## src/sv/ppsl_pkg.sv

```systemverilog
`timescale 1ns / 1ps
// ----------------------------------------------------------------------------
// Positional PID speed loop: shared types and constants
// Field widths, register indexes, reset values and the word formats passed
// between the front end, the queue and the back end.
// ----------------------------------------------------------------------------
package ppsl_pkg;

    localparam int PULSE_W     = 16;
    localparam int SETPOINT_W  = 16;
    localparam int GAIN_W      = 24;
    localparam int CFG_INDEX_W = 2;
    localparam int CFG_DATA_W  = 24;
    localparam int DRIVE_W     = 16;
    localparam int ERROR_OUT_W = 32;

    // Internal ranges: speed = 3*pulse < 2^18, error in [-229373, 32767],
    // previous minus current error within +/-262140.
    localparam int SPEED_W = PULSE_W + 2;
    localparam int ERR_W   = SPEED_W + 1;
    localparam int DIFF_W  = ERR_W + 1;
    localparam int INTEG_W = 32;

    localparam int PROD_P_W = GAIN_W + 1 + ERR_W;
    localparam int PROD_I_W = GAIN_W + 1 + INTEG_W;
    localparam int PROD_D_W = GAIN_W + 1 + DIFF_W;
    localparam int SUM_W    = PROD_I_W + 2;

    localparam int GAIN_FRAC_BITS_DEFAULT = 20;
    localparam int QUEUE_DEPTH            = 2;

    localparam int DRIVE_MAX = 32767;
    localparam int DRIVE_MIN = -32768;

    localparam logic [SETPOINT_W-1:0] SPEED_SETPOINT_RST = 16'd2225;
    localparam logic [GAIN_W-1:0]     PROP_GAIN_RST      = 24'd50332;
    localparam logic [GAIN_W-1:0]     INTEGRAL_GAIN_RST  = 24'd304;
    localparam logic [GAIN_W-1:0]     DERIV_GAIN_RST     = 24'd10381;

    typedef enum logic [CFG_INDEX_W-1:0] {
        REG_SPEED_SETPOINT = 2'd0,
        REG_PROP_GAIN      = 2'd1,
        REG_INTEGRAL_GAIN  = 2'd2,
        REG_DERIV_GAIN     = 2'd3
    } cfg_reg_t;

    typedef struct packed {
        logic signed [SETPOINT_W-1:0] speed_setpoint;
        logic [GAIN_W-1:0]            prop_gain;
        logic [GAIN_W-1:0]            integral_gain;
        logic [GAIN_W-1:0]            deriv_gain;
    } cfg_t;

    // One queued word: the three PID terms of one sample
    typedef struct packed {
        logic signed [ERR_W-1:0]   err;
        logic signed [INTEG_W-1:0] integ;
        logic signed [DIFF_W-1:0]  diff;
    } term_t;

endpackage

```

## src/sv/ppsl_queue.sv

```systemverilog
`timescale 1ns / 1ps
// ----------------------------------------------------------------------------
// Positional PID speed loop: term queue
// Short first-in first-out buffer between the front end and the back end.
// ----------------------------------------------------------------------------
module ppsl_queue (
    input  logic            aclk,
    input  logic            aresetn,
    input  logic            push_valid,
    output logic            push_ready,
    input  ppsl_pkg::term_t push_data,
    output logic            pop_valid,
    input  logic            pop_ready,
    output ppsl_pkg::term_t pop_data
);
    import ppsl_pkg::*;

    localparam int PTR_W = (QUEUE_DEPTH > 1) ? $clog2(QUEUE_DEPTH) : 1;
    localparam int CNT_W = $clog2(QUEUE_DEPTH + 1);
    localparam logic [CNT_W-1:0] FULL_COUNT = CNT_W'(QUEUE_DEPTH);

    term_t              mem [QUEUE_DEPTH];
    logic [PTR_W-1:0]   wr_ptr_reg, wr_ptr_next;
    logic [PTR_W-1:0]   rd_ptr_reg, rd_ptr_next;
    logic [CNT_W-1:0]   count_reg, count_next;
    logic               push, pop;

    assign push_ready = (count_reg != FULL_COUNT);
    assign pop_valid  = (count_reg != '0);
    assign push       = push_valid && push_ready;
    assign pop        = pop_valid && pop_ready;
    assign pop_data   = mem[rd_ptr_reg];

    function automatic logic [PTR_W-1:0] ptr_inc(input logic [PTR_W-1:0] p);
        if (p == PTR_W'(QUEUE_DEPTH - 1)) begin
            return '0;
        end
        return p + PTR_W'(1);
    endfunction

    always_comb begin
        wr_ptr_next = push ? ptr_inc(wr_ptr_reg) : wr_ptr_reg;
        rd_ptr_next = pop ? ptr_inc(rd_ptr_reg) : rd_ptr_reg;
        count_next  = count_reg;
        if (push && !pop) begin
            count_next = count_reg + CNT_W'(1);
        end else if (pop && !push) begin
            count_next = count_reg - CNT_W'(1);
        end
    end

    always_ff @(posedge aclk) begin
        if (push) begin
            mem[wr_ptr_reg] <= push_data;
        end
    end

    always_ff @(posedge aclk) begin
        if (!aresetn) begin
            wr_ptr_reg <= '0;
            rd_ptr_reg <= '0;
            count_reg  <= '0;
        end else begin
            wr_ptr_reg <= wr_ptr_next;
            rd_ptr_reg <= rd_ptr_next;
            count_reg  <= count_next;
        end
    end

endmodule

```

## config.mk

```make
export PLATFORM = sky130hd
export DESIGN_NAME = ppsl_queue
export DESIGN_NICKNAME = d
export VERILOG_FILES = /design/src/sv/ppsl_pkg.sv /design/src/sv/ppsl_queue.sv
export SDC_FILE = /design/constraint.sdc
export NUM_CORES = 1
export LEC_CHECK = 0
export ABC_CLOCK_PERIOD_IN_PS = 4650
export BUFFER_PORTS_ARGS = -buffer_cell sky130_fd_sc_hd__buf_2
export CAP_MARGIN = 25
export CORE_MARGIN = 1
export CORE_UTILIZATION = 40
export DETAILED_ROUTE_END_ITERATION = 8
export SLEW_MARGIN = 25
export SYNTH_ARGS = -nofsm -noshare
export SYNTH_HDL_FRONTEND = slang
export SYNTH_SLANG_ARGS = --single-unit
```

## constraint.sdc

```tcl
create_clock -name aclk -period 4.65 [get_ports aclk]
set_clock_uncertainty 0.15 [all_clocks]
set_input_delay 0.465 -clock aclk [delete_from_list [all_inputs] [get_ports aclk]]
set_output_delay 0.465 -clock aclk [all_outputs]
set_load 0.05 [all_outputs]
```

# [Word level (Yosys, flattened, before mapping)]
# Memories as Yosys holds them, arrays and structs flattened. A register that Yosys moved wholly into a read port is not among the register bits.
# Index checks and enable logic that the tools add are counted.
[word_totals] ram_bits=142 in_bits=75 wordCells=29 regBits=4 n_memories=1
[mem_list] memory="mem" words=2 width=71 rd=1 rd_clocked_by_memory_dff=1 wr=1 line="ppsl_queue.sv:22" text="term_t mem [QUEUE_DEPTH];"
[classes] mux=12 n_reduce_logical=8 add_sub_neg=4 eq_ne=1
[ops] operator="two-way mux 1 bit" n=10
[ops] operator="logical AND 1 bit" n=4
[ops] operator="two-way mux 2 bit" n=2
[ops] operator="nonzero test 2 bit" n=2
[ops] operator="adder 1 bit, second input constant" n=2
[ops] operator="adder 2 x 1 -> 2 bit, second input constant" n=1
[ops] operator="logical NOT 1 bit" n=2
[ops] operator="!= test 2 bit, second input constant" n=1
[ops] operator="subtractor 2 x 1 -> 2 bit, second input constant" n=1

# [Logic depth before layout (Yosys ltp)]
[logic_depth] depth_word=6 mapped_depth=6

# [Worst setup path before layout]
# OpenSTA, ideal clock, no wires.
[synth_path] path_type="flip-flop to flip-flop" from="register count_reg[0]" to="memory mem[1][0] in the netlist's numbering, enable pin" slack_ns=1.669 synth_period_minus_slack_ns=2.981 stages_incl_launch_ff=3 t_arrival_ns=2.393 path_cell_list="dfxtp_1 -> nand2b_4 -> and3_1"
[synth_via] elab_chain_len=4
[synth_lines] element="from (decl)" line="ppsl_queue.sv:25" text="logic [CNT_W-1:0] count_reg, count_next;"
[synth_lines] element="from (signal assigned)" line="ppsl_queue.sv:66" text="count_reg <= count_next;"
[synth_lines] element="!= test 2 bit" line="ppsl_queue.sv:28" text="assign push_ready = (count_reg != FULL_COUNT);"
[synth_lines] element="via push_ready" line="ppsl_queue.sv:10" text="output logic push_ready,"
[synth_lines] element="logical AND 1 bit" line="ppsl_queue.sv:30" text="assign push = push_valid && push_ready;"
[synth_lines] element="two-way mux 1 bit" line="ppsl_queue.sv:53" text="if (push) begin"
[synth_lines] element="two-way mux 1 bit (not written as such)" line="ppsl_queue.sv:54" text="mem[wr_ptr_reg] <= push_data;"
[synth_lines] element="to (decl)" line="ppsl_queue.sv:22"
# The timed path passes the listed nets, and every way through them passes these cells.

==> impl_metrics.py <==
metrics = {
    "timing": {
        "fin_crit_ns": 2.716,
        "hold_viol_final": 0,
        "max_freq_ghz": 0.3682,
        "drv_slew": 0,
        "min_period_over_period_pct": 58.41,
        "setup_viol_count_final": 0,
        "relSlewSlack_pct": 34.15,
        "tightestPinTransition_ns": 0.9877,
        "grt_setup_unrepaired": "no",
        "setup-tns-final_ns": 0,
    },
    "critical_path": {
        "crit_path_start_kind": "register",
        "worstRegToRegCells": 4,
        "cp_cell_sequence": "mux2_2 -> buf_2",
        "rrSetupSlack_ns": 2.46,
        "cp_slowest_stage_delay_ns": 0.96,
        "required_ns": 4.03,
        "crit_slowest_cell": "dfxtp_4",
        "reg2reg_to": "mem[0][48]",
        "cp.buffers_inverters": 1,
        "cp_max_fo": 71,
        "cpLargestDelayFamily": "flip-flops",
        "cp.arrival_ns": 2.10,
        "crit_type": "register to primary output",
        "cp-end-kind": "primary output",
        "r2r-start": "count_reg[0]",
    },
    "flow_run": {
        "drv_cap": 0,
    },
    "yosys": {
        "seq_area_frac_synth_pct": 81.36,
        "syn-num-nets": 321,
        "syn_area_um2": 5364,
        "ys_ff_latch": 147,
        "synth_cells": 245,
        "yosys_warnings": 0,
        "ys_types": 20,
        "avgSynthCellArea_um2": 21.89,
    },
    "detailed_routing": {
        "drt-initial-drc-count": 100,
        "ant_nets": 0,
        "routed_wl_um": 9277,
        "drt_drc_violations_left": 0,
        "vias": 2749,
        "dr.pass1.iters": 4,
        "wire_per_inst_um": 15.75,
        "vias_per_cell": 4.667,
    },
    "cells_and_area": {
        "final_cell_mix": "147 x buf_2, 142 x edfxtp_1, 71 x mux2_2, 17 x clkbuf_16, 6 x clkinv_2",
        "n_antenna_cell": 0,
        "area_growth_syn_to_layout_pct": 28.18,
        "fin_nets": 481,
        "finish.utilization_pct": 53.61,
        "fin_cells": 589,
        "finalInstanceArea_um2": 6875,
        "drive_above_1_share_pct": 60.91,
        "largest_reg_flops": 142,
        "final_common_cell": "buf_2",
        "nFillCells": 1082,
    },
    "clocking": {
        "cts_root_buf": "clkbuf_16",
        "cts_tree": "built",
        "clk_latency_ns": 0.41,
        "post_cts_buffers": 0,
        "htree_levels": 4,
        "cts_resized": 0,
        "cts.clk_slew.worst_paths_ns": 0.06,
        "cts_hold_buffers": 0,
        "cts-buffers-inserted": 17,
        "clock_sinks": 147,
        "clk_path_buf_depth": 2,
    },
    "power_and_ir_drop": {
        "switching_share_pct": 35.55,
        "internal_power_mw": 2.894,
        "power_frac_comb_pct": 30.9,
        "clkPwrFrac_pct": 29.3,
        "switchingPower_mw": 1.596,
        "leakage_nw": 2.561,
        "power.share.sequential_pct": 39.8,
        "total_power_mw": 4.490,
        "ir_worst_vdd_uv": 419.9,
        "power_density_nw_per_um2": 653.1,
    },
    "die": {
        "die_x_um": 117.8,
        "pin_count": 148,
        "start_util_pct": 41.82,
        "core_area_um2": 12820,
        "die_area_um2": 13880,
        "rows": 41,
        "die_y_um": 117.8,
    },
    "worst_hold_path": {
        "whs_endpoint": "mem[0][41]",
        "whs_path_depth": 1,
        "hold_class": "input port to register",
        "min-delay-start": "push_data[41]",
    },
    "place": {
        "io_buffers": 147,
        "gp_congestion": 0.6931,
        "dp_cells": 557,
        "dpl_cell_area_um2": 6275,
        "dp_hpwl_um": 5646,
    },
    "grt": {
        "grt_max_degree": 72,
        "grtUsageTotal_pct": 14.23,
        "grt_pass1_wl_um": 14390,
        "grt_overflow": 0,
        "antenna_found_initial": 0,
        "grt_pass1_vias": 2921,
    },
    "run_status": {
        "status": "completed",
    },
}
==> power groups by stage <==
stage,sequential (mW),clock [mW],combinational [mW]
2_1_floorplan,1.72,0,1.19
3_5_place_dp,1.82,0,1.39
5_1_grt,1.81,1.40,1.45
3_3_place_gp,1.81,0,1.38
4_1_cts,1.80,1.35,1.40
6_report,1.79,1.32,1.39
==> layout make-up <==
class	instances	area, um2	area share [%]
Tap cell	172	215.2	3.130
Clock buffer	18	429.2	6.242
Sequential cell	147	4368	63.53
Timing Repair Buffer	149	770.7	11.21
Inverter	1	6.256	0.09099
Multi-Input combinational cell	89	943.4	13.72
Clock inverter	13	142.6	2.075
==> Yosys cell counts (all sizes together) <==
library cell  count  area [um2]
mux2             71       799.5
xnor2             2       17.52
dfxtp             5       100.1
nand2b            1       13.76
nand3b            1       7.510
and2              4       25.02
edfxtp          142        4264
inv               1       3.750
or3               1       6.260
buf               8       57.55
and3              1       6.260
xor2              1       8.760
or2               1       6.260
a21bo             1       10.01
o21ai             2       10.00
a21boi            2       15.02
ha                1       12.51
==> kinds of logic after synthesis <==
group | count (synthesis) | share of synthesized area (%)
flops | 147 | 81.36
mux | 71 | 14.91
buf+inv | 9 | 1.143
simple gates | 9 | 1.213
compound gates | 5 | 0.6531
xor+xnor | 3 | 0.4899
fa+ha+maj | 1 | 0.2332
==> per-stage QoR <==
step                      setup slack, ns  hold WS (ns)
after floorplan                     1.669        0.3624
after global placement              2.149        0.3712
after detailed placement            2.098        0.4171
after CTS                           1.894       0.06729
after global routing                1.818       0.06611
final                               1.934       0.08621
==> worst max path at each step <==
| stage | start | to | slack [ns] | cells after the start |
|---|---|---|---|---|
| 2_1_floorplan | count_reg[0] | mem[1][0] | 1.67 | 2 |
| 3_3_place_gp | push_valid | mem[0][51] | 2.15 | 4 |
| 3_5_place_dp | push_valid | mem[0][51] | 2.10 | 4 |
| 4_1_cts | register | pop_data[60] | 1.89 | 2 |
| 5_1_grt | register | pop_data[63] | 1.82 | 2 |
| 6_report | register | pop_data[1] | 1.93 | 2 |
==> routing by layer <==
layer,global-route usage [%],up-vias,part of all wire [%]
met4,7.933,0,2.1
li1,-,1289,-
met1,15.59,1333,41
met2,23.75,108,50
met3,5.329,19,7.1
met5,0,-,0
Power figures use the tool's default switching activity.
