==> src/sv/ppsl_pkg.sv <==
`timescale 1ns / 1ps
// ----------------------------------------------------------------------------
// Positional PID speed loop: shared types and constants
// Field widths, register indexes, reset values and the word formats passed
// between the front end, the queue and the back end.
// ----------------------------------------------------------------------------
package ppsl_pkg;

    localparam int PULSE_W     = 16;
    localparam int SETPOINT_W  = 16;
    localparam int GAIN_W      = 24;
    localparam int CFG_INDEX_W = 2;
    localparam int CFG_DATA_W  = 24;
    localparam int DRIVE_W     = 16;
    localparam int ERROR_OUT_W = 32;

    // Internal ranges: speed = 3*pulse < 2^18, error in [-229373, 32767],
    // previous minus current error within +/-262140.
    localparam int SPEED_W = PULSE_W + 2;
    localparam int ERR_W   = SPEED_W + 1;
    localparam int DIFF_W  = ERR_W + 1;
    localparam int INTEG_W = 32;

    localparam int PROD_P_W = GAIN_W + 1 + ERR_W;
    localparam int PROD_I_W = GAIN_W + 1 + INTEG_W;
    localparam int PROD_D_W = GAIN_W + 1 + DIFF_W;
    localparam int SUM_W    = PROD_I_W + 2;

    localparam int GAIN_FRAC_BITS_DEFAULT = 20;
    localparam int QUEUE_DEPTH            = 2;

    localparam int DRIVE_MAX = 32767;
    localparam int DRIVE_MIN = -32768;

    localparam logic [SETPOINT_W-1:0] SPEED_SETPOINT_RST = 16'd2225;
    localparam logic [GAIN_W-1:0]     PROP_GAIN_RST      = 24'd50332;
    localparam logic [GAIN_W-1:0]     INTEGRAL_GAIN_RST  = 24'd304;
    localparam logic [GAIN_W-1:0]     DERIV_GAIN_RST     = 24'd10381;

    typedef enum logic [CFG_INDEX_W-1:0] {
        REG_SPEED_SETPOINT = 2'd0,
        REG_PROP_GAIN      = 2'd1,
        REG_INTEGRAL_GAIN  = 2'd2,
        REG_DERIV_GAIN     = 2'd3
    } cfg_reg_t;

    typedef struct packed {
        logic signed [SETPOINT_W-1:0] speed_setpoint;
        logic [GAIN_W-1:0]            prop_gain;
        logic [GAIN_W-1:0]            integral_gain;
        logic [GAIN_W-1:0]            deriv_gain;
    } cfg_t;

    // One queued word: the three PID terms of one sample
    typedef struct packed {
        logic signed [ERR_W-1:0]   err;
        logic signed [INTEG_W-1:0] integ;
        logic signed [DIFF_W-1:0]  diff;
    } term_t;

endpackage

==> src/sv/ppsl_front.sv <==
`timescale 1ns / 1ps
// ----------------------------------------------------------------------------
// Positional PID speed loop: front end
// Accepts pulse counts, forms the error, updates the saturating integral and
// the previous error, and pushes the three terms into the queue.
// ----------------------------------------------------------------------------
module ppsl_front (
    input  logic                            aclk,
    input  logic                            aresetn,
    input  logic signed [ppsl_pkg::SETPOINT_W-1:0] speed_setpoint,
    input  logic                            s_valid,
    output logic                            s_ready,
    input  logic [ppsl_pkg::PULSE_W-1:0]    s_pulse_count,
    output logic                            push_valid,
    input  logic                            push_ready,
    output ppsl_pkg::term_t                 push_data
);
    import ppsl_pkg::*;

    logic signed [INTEG_W-1:0] integ_reg, integ_next;
    logic signed [ERR_W-1:0]   prev_err_reg, prev_err_next;

    logic [SPEED_W-1:0]        speed;
    logic signed [ERR_W-1:0]   err;
    logic signed [INTEG_W:0]   integ_wide;
    logic signed [INTEG_W-1:0] integ_sat;
    logic signed [DIFF_W-1:0]  diff;
    logic                      accept;

    assign s_ready    = push_ready;
    assign push_valid = s_valid;
    assign accept     = s_valid && push_ready;

    always_comb begin
        speed      = {1'b0, s_pulse_count, 1'b0} + {2'b00, s_pulse_count};
        err        = {{(ERR_W-SETPOINT_W){speed_setpoint[SETPOINT_W-1]}}, speed_setpoint}
                   - $signed({1'b0, speed});
        integ_wide = {integ_reg[INTEG_W-1], integ_reg}
                   + {{(INTEG_W+1-ERR_W){err[ERR_W-1]}}, err};
        // clamp on signed overflow
        if (integ_wide[INTEG_W] != integ_wide[INTEG_W-1]) begin
            integ_sat = integ_wide[INTEG_W] ? {1'b1, {(INTEG_W-1){1'b0}}}
                                            : {1'b0, {(INTEG_W-1){1'b1}}};
        end else begin
            integ_sat = integ_wide[INTEG_W-1:0];
        end
        diff = {prev_err_reg[ERR_W-1], prev_err_reg} - {err[ERR_W-1], err};
    end

    always_comb begin
        integ_next    = integ_reg;
        prev_err_next = prev_err_reg;
        if (accept) begin
            integ_next    = integ_sat;
            prev_err_next = err;
        end
    end

    assign push_data.err   = err;
    assign push_data.integ = integ_sat;
    assign push_data.diff  = diff;

    always_ff @(posedge aclk) begin
        if (!aresetn) begin
            integ_reg    <= '0;
            prev_err_reg <= '0;
        end else begin
            integ_reg    <= integ_next;
            prev_err_reg <= prev_err_next;
        end
    end

endmodule

==> config.mk <==
export PLATFORM = sky130hd
export DESIGN_NAME = ppsl_front
export DESIGN_NICKNAME = d
export VERILOG_FILES = /design/src/sv/ppsl_pkg.sv /design/src/sv/ppsl_front.sv
export SDC_FILE = /design/constraint.sdc
export NUM_CORES = 1
export LEC_CHECK = 0
export ABC_AREA = 1
export BUFFER_PORTS_ARGS = -buffer_cell sky130_fd_sc_hd__buf_2
export CAP_MARGIN = 20
export CORE_MARGIN = 5
export CORE_UTILIZATION = 59
export DETAILED_ROUTE_END_ITERATION = 8
export HOLD_SLACK_MARGIN = 0.12
export PLACE_DENSITY = 0.83
export SETUP_SLACK_MARGIN = 0.2
export SLEW_MARGIN = 40
export SYNTH_ARGS = -nofsm -noshare
export SYNTH_HDL_FRONTEND = slang
export SYNTH_SLANG_ARGS = --single-unit
==> constraint.sdc <==
create_clock -name aclk -period 4.9 [get_ports aclk]
set_input_delay 0.245 -clock aclk [delete_from_list [all_inputs] [get_ports aclk]]
set_output_delay 0.245 -clock aclk [all_outputs]
set_load 0.05 [all_outputs]
# [Word level (Yosys, flattened, before mapping)]
# Index checks and enable logic that the tools add are counted.
[classes] addsub=4 n_eq_ne=1 n_mux=2 reduce_logical=1
[op_table] operator="32-bit 2-to-1 mux" n=2
[op_table] operator="32-bit by 19-bit adder with 33-bit output" n=1
[op_table] operator="19-bit by 19-bit subtractor with 20-bit output" n=1
[op_table] operator="19-bit by 18-bit subtractor with 19-bit output" n=1
[op_table] operator="17-bit by 16-bit adder with 18-bit output" n=1
[op_table] operator="1-bit logical AND" n=1
[op_table] operator="1-bit inequality test" n=1
[word_totals] regBits=51 out_inout_bits=73 elab_cells=10

# [Longest topological paths before layout]
[depth] depth_word=5 ltp_mapped=33 ltp_nobuf=32

# [Worst setup path after synthesis]
# Ideal clock, no wire load.
[synth_timing] kind="input -> output" from="input s_pulse_count[2] in the netlist's numbering" to="output push_data[16] in the netlist's numbering" t_arrival_ns=4.728 required_time_ns=4.655 path_slack_ns=-0.073 cell_stages=17 path_cell_list="inv_1 -> fa_1 -> ha_1 -> nand2_1 -> o21ai_0 -> nand2_1 -> nand2_1 -> xor2_1 -> inv_1 -> ha_1 -> nand2_1 -> o21ai_0 -> a21oi_1 -> o21ai_0 -> a21oi_1 -> o21ai_0 -> xor2_1"
[synth_rtl] element="start, declared" line_no="ppsl_front.sv:13" rtl="input logic [ppsl_pkg::PULSE_W-1:0] s_pulse_count,"
[synth_rtl] element="end, declared" line_no="ppsl_front.sv:16" rtl="output ppsl_pkg::term_t push_data"

==> flow_summary.toml <==
[finish]
syn_to_final_growth_pct = 28.0
layout.core_utilization_pct = 77.5
mostFrequentLayoutCell = "sky130_fd_sc_hd__nand2_1"
layout.area.seq_um2 = 1020
multiInputGateArea_um2 = 5660
insertedDiodeCount = 0
largest_register_ffs = 32
nNetsFinal = 1385
final_layout_size_suffix_gt1_share_pct = 24.2
fillerInstances = 808
layout.cells.most_common_list = "sky130_fd_sc_hd__nand2_1 (285), sky130_fd_sc_hd__inv_1 (186), sky130_fd_sc_hd__nor2_1 (125)"

[clock_network]
insertion_delay_ns = 0.30
clockRootBuffer = "sky130_fd_sc_hd__clkbuf_16"
tritoncts.num_buffers = 5
cts.clk_slew.worst_paths_ns = 0.07
clock_tree_from_tritoncts = "built"
clock-sinks = 51
max-clock-path-buffers = 2
htreeDepth = 2
cts_hold_repair.buffers = 0

[routing]
drt-vias-per-instance = 5.49
dr_drc_count = 0
firstDrtPassIters = 5
drt-wirelength-per-cell_um = 15.7
dr.first_iter.drc_count = 623
routed_wl_mm = 21.9
route.antenna.remaining_nets = 0
detailroute.via_count = 7672

[critical_path]
crit_start = "s_pulse_count[8]"
setup.worst_path.class = "primary input to output pin"
critical_path.endpoint_type = "output pin"
worst-endpoint-required_ns = 4.66
critical_path.reg2reg.startpoint = "integ_reg[0]$_SDFFE_PN0P_"
cp_max_fo = 7
critical_path_arrival_ns = 4.33
critPathLaunchType = "primary input"

[power]
power.internal_mw = 2.22
sequentialPowerShare_pct = 8.7
cellPowerDensity_nw_per_um2 = 638
power.combinational.fraction_pct = 84.2
leakagePower_nw = 4.92
sw_frac_of_total_pct = 61.0
total_power_mw = 5.69
net_switching_power_figure_mw = 3.47
irDropWorstVdd_uv = 521
p_clk_share_pct = 7.1

[logic_synthesis]
synth-async-reset-ratio_pct = 0
yosys.area_share.simple_pct = 33.7
post_synth_inst_count = 1128
syn-mean-instance-area_um2 = 6.18
ys_dominant_reg_cell = "sky130_fd_sc_hd__dfxtp_1"
largest_family_of_logic_cells_by_synthesized_area = "simple AND/OR/NAND/NOR gates"
synth_cell_type_count = 42
edff_count_synth = 0
synth_compound_gate_area_share_pct = 13.4
syn-cell-area_um2 = 6970
synth.ff_latch_count = 51
synth-warning-count = 0
synth_fa_ha_area_share_pct = 19.0
ys_seq_area_share_pct = 14.6
synth-xor-area-share_pct = 6.28
synth_mux_area_share_pct = 0
synth_fp_nets = 1259

[place]
finalWeightedCongestion = 0.977
post_detail_place_hpwl_mm = 15.8
io_buffers = 108

[timing]
slew_headroom_pct = 54.2
slew_viol_final = 0
min_period_over_period_pct = 93.3
max_clock_freq_ghz = 0.219
setup_violations = 0
unrepaired_setup_endpoints_after_global_routing = "true"
final.setup_skew_ns = 0.00478
worst_pin_slew_ns = 0.687
finalHoldViolCount = 0
period_needed_ns = 4.57

[die]
core_area_um2 = 11500
boundaryPins = 109
floorplan.die_area_um2 = 14100
placementRows = 39
dieWidth_um = 119
initial_utilization_pct = 60.5
die_height_um = 119

[min_path]
timing.hold.worst.class = "primary input to register"
hold_path.startpoint = "speed_setpoint[1]"

[global_routing]
antenna_found_initial = 0
grt_first_pass_wirelength_mm = 31.3
grt_start_max_net_pins = 63
vias_in_the_first_global_route = 6650
grt_overflow_total = 0
groute.usage.overall_pct = 26.6

[run_status]
result_of_the_run = "complete, no violations"

[job]
maxCapViolCount = 0
[power groups by stage]
stage	Sequential [mW]	Combinational (mW)	Clock [mW]
floorplan	0.488	3.16	0
global placement	0.495	4.05	0
detailed placement	0.496	4.07	0
CTS	0.487	4.10	0.406
global route	0.500	5.09	0.421
finish	0.496	4.79	0.404
[critical path, stage by stage]
cell and delay [ns]:
sky130_fd_sc_hd__buf_2 0.10, sky130_fd_sc_hd__inv_1 0.10, sky130_fd_sc_hd__fa_1 0.47, sky130_fd_sc_hd__ha_4 0.34, sky130_fd_sc_hd__nand2_1 0.10, sky130_fd_sc_hd__o21ai_0 0.26, sky130_fd_sc_hd__a21oi_2 0.11, sky130_fd_sc_hd__nand2_2 0.07
sky130_fd_sc_hd__nand2_1 0.06, sky130_fd_sc_hd__nand2_2 0.10, sky130_fd_sc_hd__xor2_4 0.19, sky130_fd_sc_hd__clkinv_4 0.14, sky130_fd_sc_hd__buf_12 0.17, sky130_fd_sc_hd__ha_1 0.29, sky130_fd_sc_hd__nand2_1 0.09, sky130_fd_sc_hd__nand2_2 0.08
sky130_fd_sc_hd__a21oi_2 0.17, sky130_fd_sc_hd__nand2_2 0.08, sky130_fd_sc_hd__a21oi_2 0.18, sky130_fd_sc_hd__nand2_1 0.09, sky130_fd_sc_hd__nand2_2 0.12, sky130_fd_sc_hd__nand2_8 0.11, sky130_fd_sc_hd__nor2_8 0.18, sky130_fd_sc_hd__inv_8 0.06
sky130_fd_sc_hd__clkbuf_16 0.17, sky130_fd_sc_hd__nand2_2 0.08, sky130_fd_sc_hd__buf_6 0.15
[cell usage after synthesis (4+ instances only)]
cell | count | share of area, %
sky130_fd_sc_hd__fa_1 | 18 | 5.2
sky130_fd_sc_hd__xnor2_1 | 12 | 1.5
sky130_fd_sc_hd__dfxtp_1 | 51 | 15
sky130_fd_sc_hd__buf_6 | 6 | 0.97
sky130_fd_sc_hd__nand2_2 | 15 | 1.3
sky130_fd_sc_hd__xor2_1 | 38 | 4.8
sky130_fd_sc_hd__buf_2 | 4 | 0.29
sky130_fd_sc_hd__a21o_1 | 7 | 0.75
sky130_fd_sc_hd__o211ai_1 | 12 | 1.3
sky130_fd_sc_hd__inv_1 | 191 | 10
sky130_fd_sc_hd__inv_2 | 7 | 0.38
sky130_fd_sc_hd__a21oi_2 | 11 | 1.4
sky130_fd_sc_hd__nor3_1 | 9 | 0.65
sky130_fd_sc_hd__clkbuf_1 | 12 | 0.65
sky130_fd_sc_hd__a21oi_1 | 73 | 5.2
sky130_fd_sc_hd__nand3_2 | 17 | 2.4
sky130_fd_sc_hd__o21ai_0 | 44 | 3.2
sky130_fd_sc_hd__o21bai_1 | 8 | 0.86
sky130_fd_sc_hd__ha_1 | 77 | 14
sky130_fd_sc_hd__nand3_1 | 43 | 3.1
sky130_fd_sc_hd__nor2_1 | 131 | 7.1
sky130_fd_sc_hd__nand2_1 | 311 | 17
[worst paths after layout]
kind | endpoint | slack [ns] | cells after the start
max | push_data[21] | 0.33 | 27
min | prev_err_reg[0]$_SDFFE_PN0P_ | 0.33 | 3
max reg2reg | integ_reg[7]$_SDFFE_PN0P_ | 2.25 | 19
min reg2reg | prev_err_reg[14]$_SDFFE_PN0P_ | 0.51 | 2
[per-stage QoR]
| step | std cells | setup WS [ns] | hold WS (ns) | area (um2) | setup TNS (ns) |
|---|---|---|---|---|---|
| floorplan | 1128 | 0.0335 | 0.435 | 7020 | 0 |
| global placement | 1379 | -0.00508 | 0.490 | 7810 | -0.00508 |
| detailed placement | 1379 | -0.105 | 0.487 | 7810 | -1.38 |
| CTS | 1386 | 0.203 | 0.314 | 7980 | 0 |
| global route | 1397 | 0.109 | 0.352 | 8920 | 0 |
| finish | 1397 | 0.327 | 0.326 | 8920 | 0 |
[cell families (layout without fill, tap and decap cells)]
group,count (synthesis),after routing
fa+ha+maj,95,95
simple gates,545,546
xor+xnor,50,50
flops,51,51
compound gates,162,162
buf+inv,225,350
[per-layer routing]
| metal | global-route usage (%) | part of all wire [%] | up-vias |
|---|---|---|---|
| met4 | 5.87 | 1.6 | 0 |
| met3 | 3.06 | 8.8 | 36 |
| met2 | 41.5 | 45 | 349 |
| met1 | 39.4 | 44 | 3523 |
| met5 | 0 | 0 | - |
| li1 | - | - | 3764 |
[timing repair]
item	in CTS	in global routing
setup buffers	0	4
resized for setup	4	207
cloned	0	7
pin swaps	1	22
setup endpoints to repair	31	34
[cell type report]
class                      count  share of cell area, %
clock inverter                 2                  0.421
clock buffer                   5                   1.40
sequential                    51                   11.4
timing repair buffer         143                   12.8
inverter                     200                   8.56
tap                          143                   2.01
multi-input combinational    853                   63.4
(Power assumes the default switching activity.)
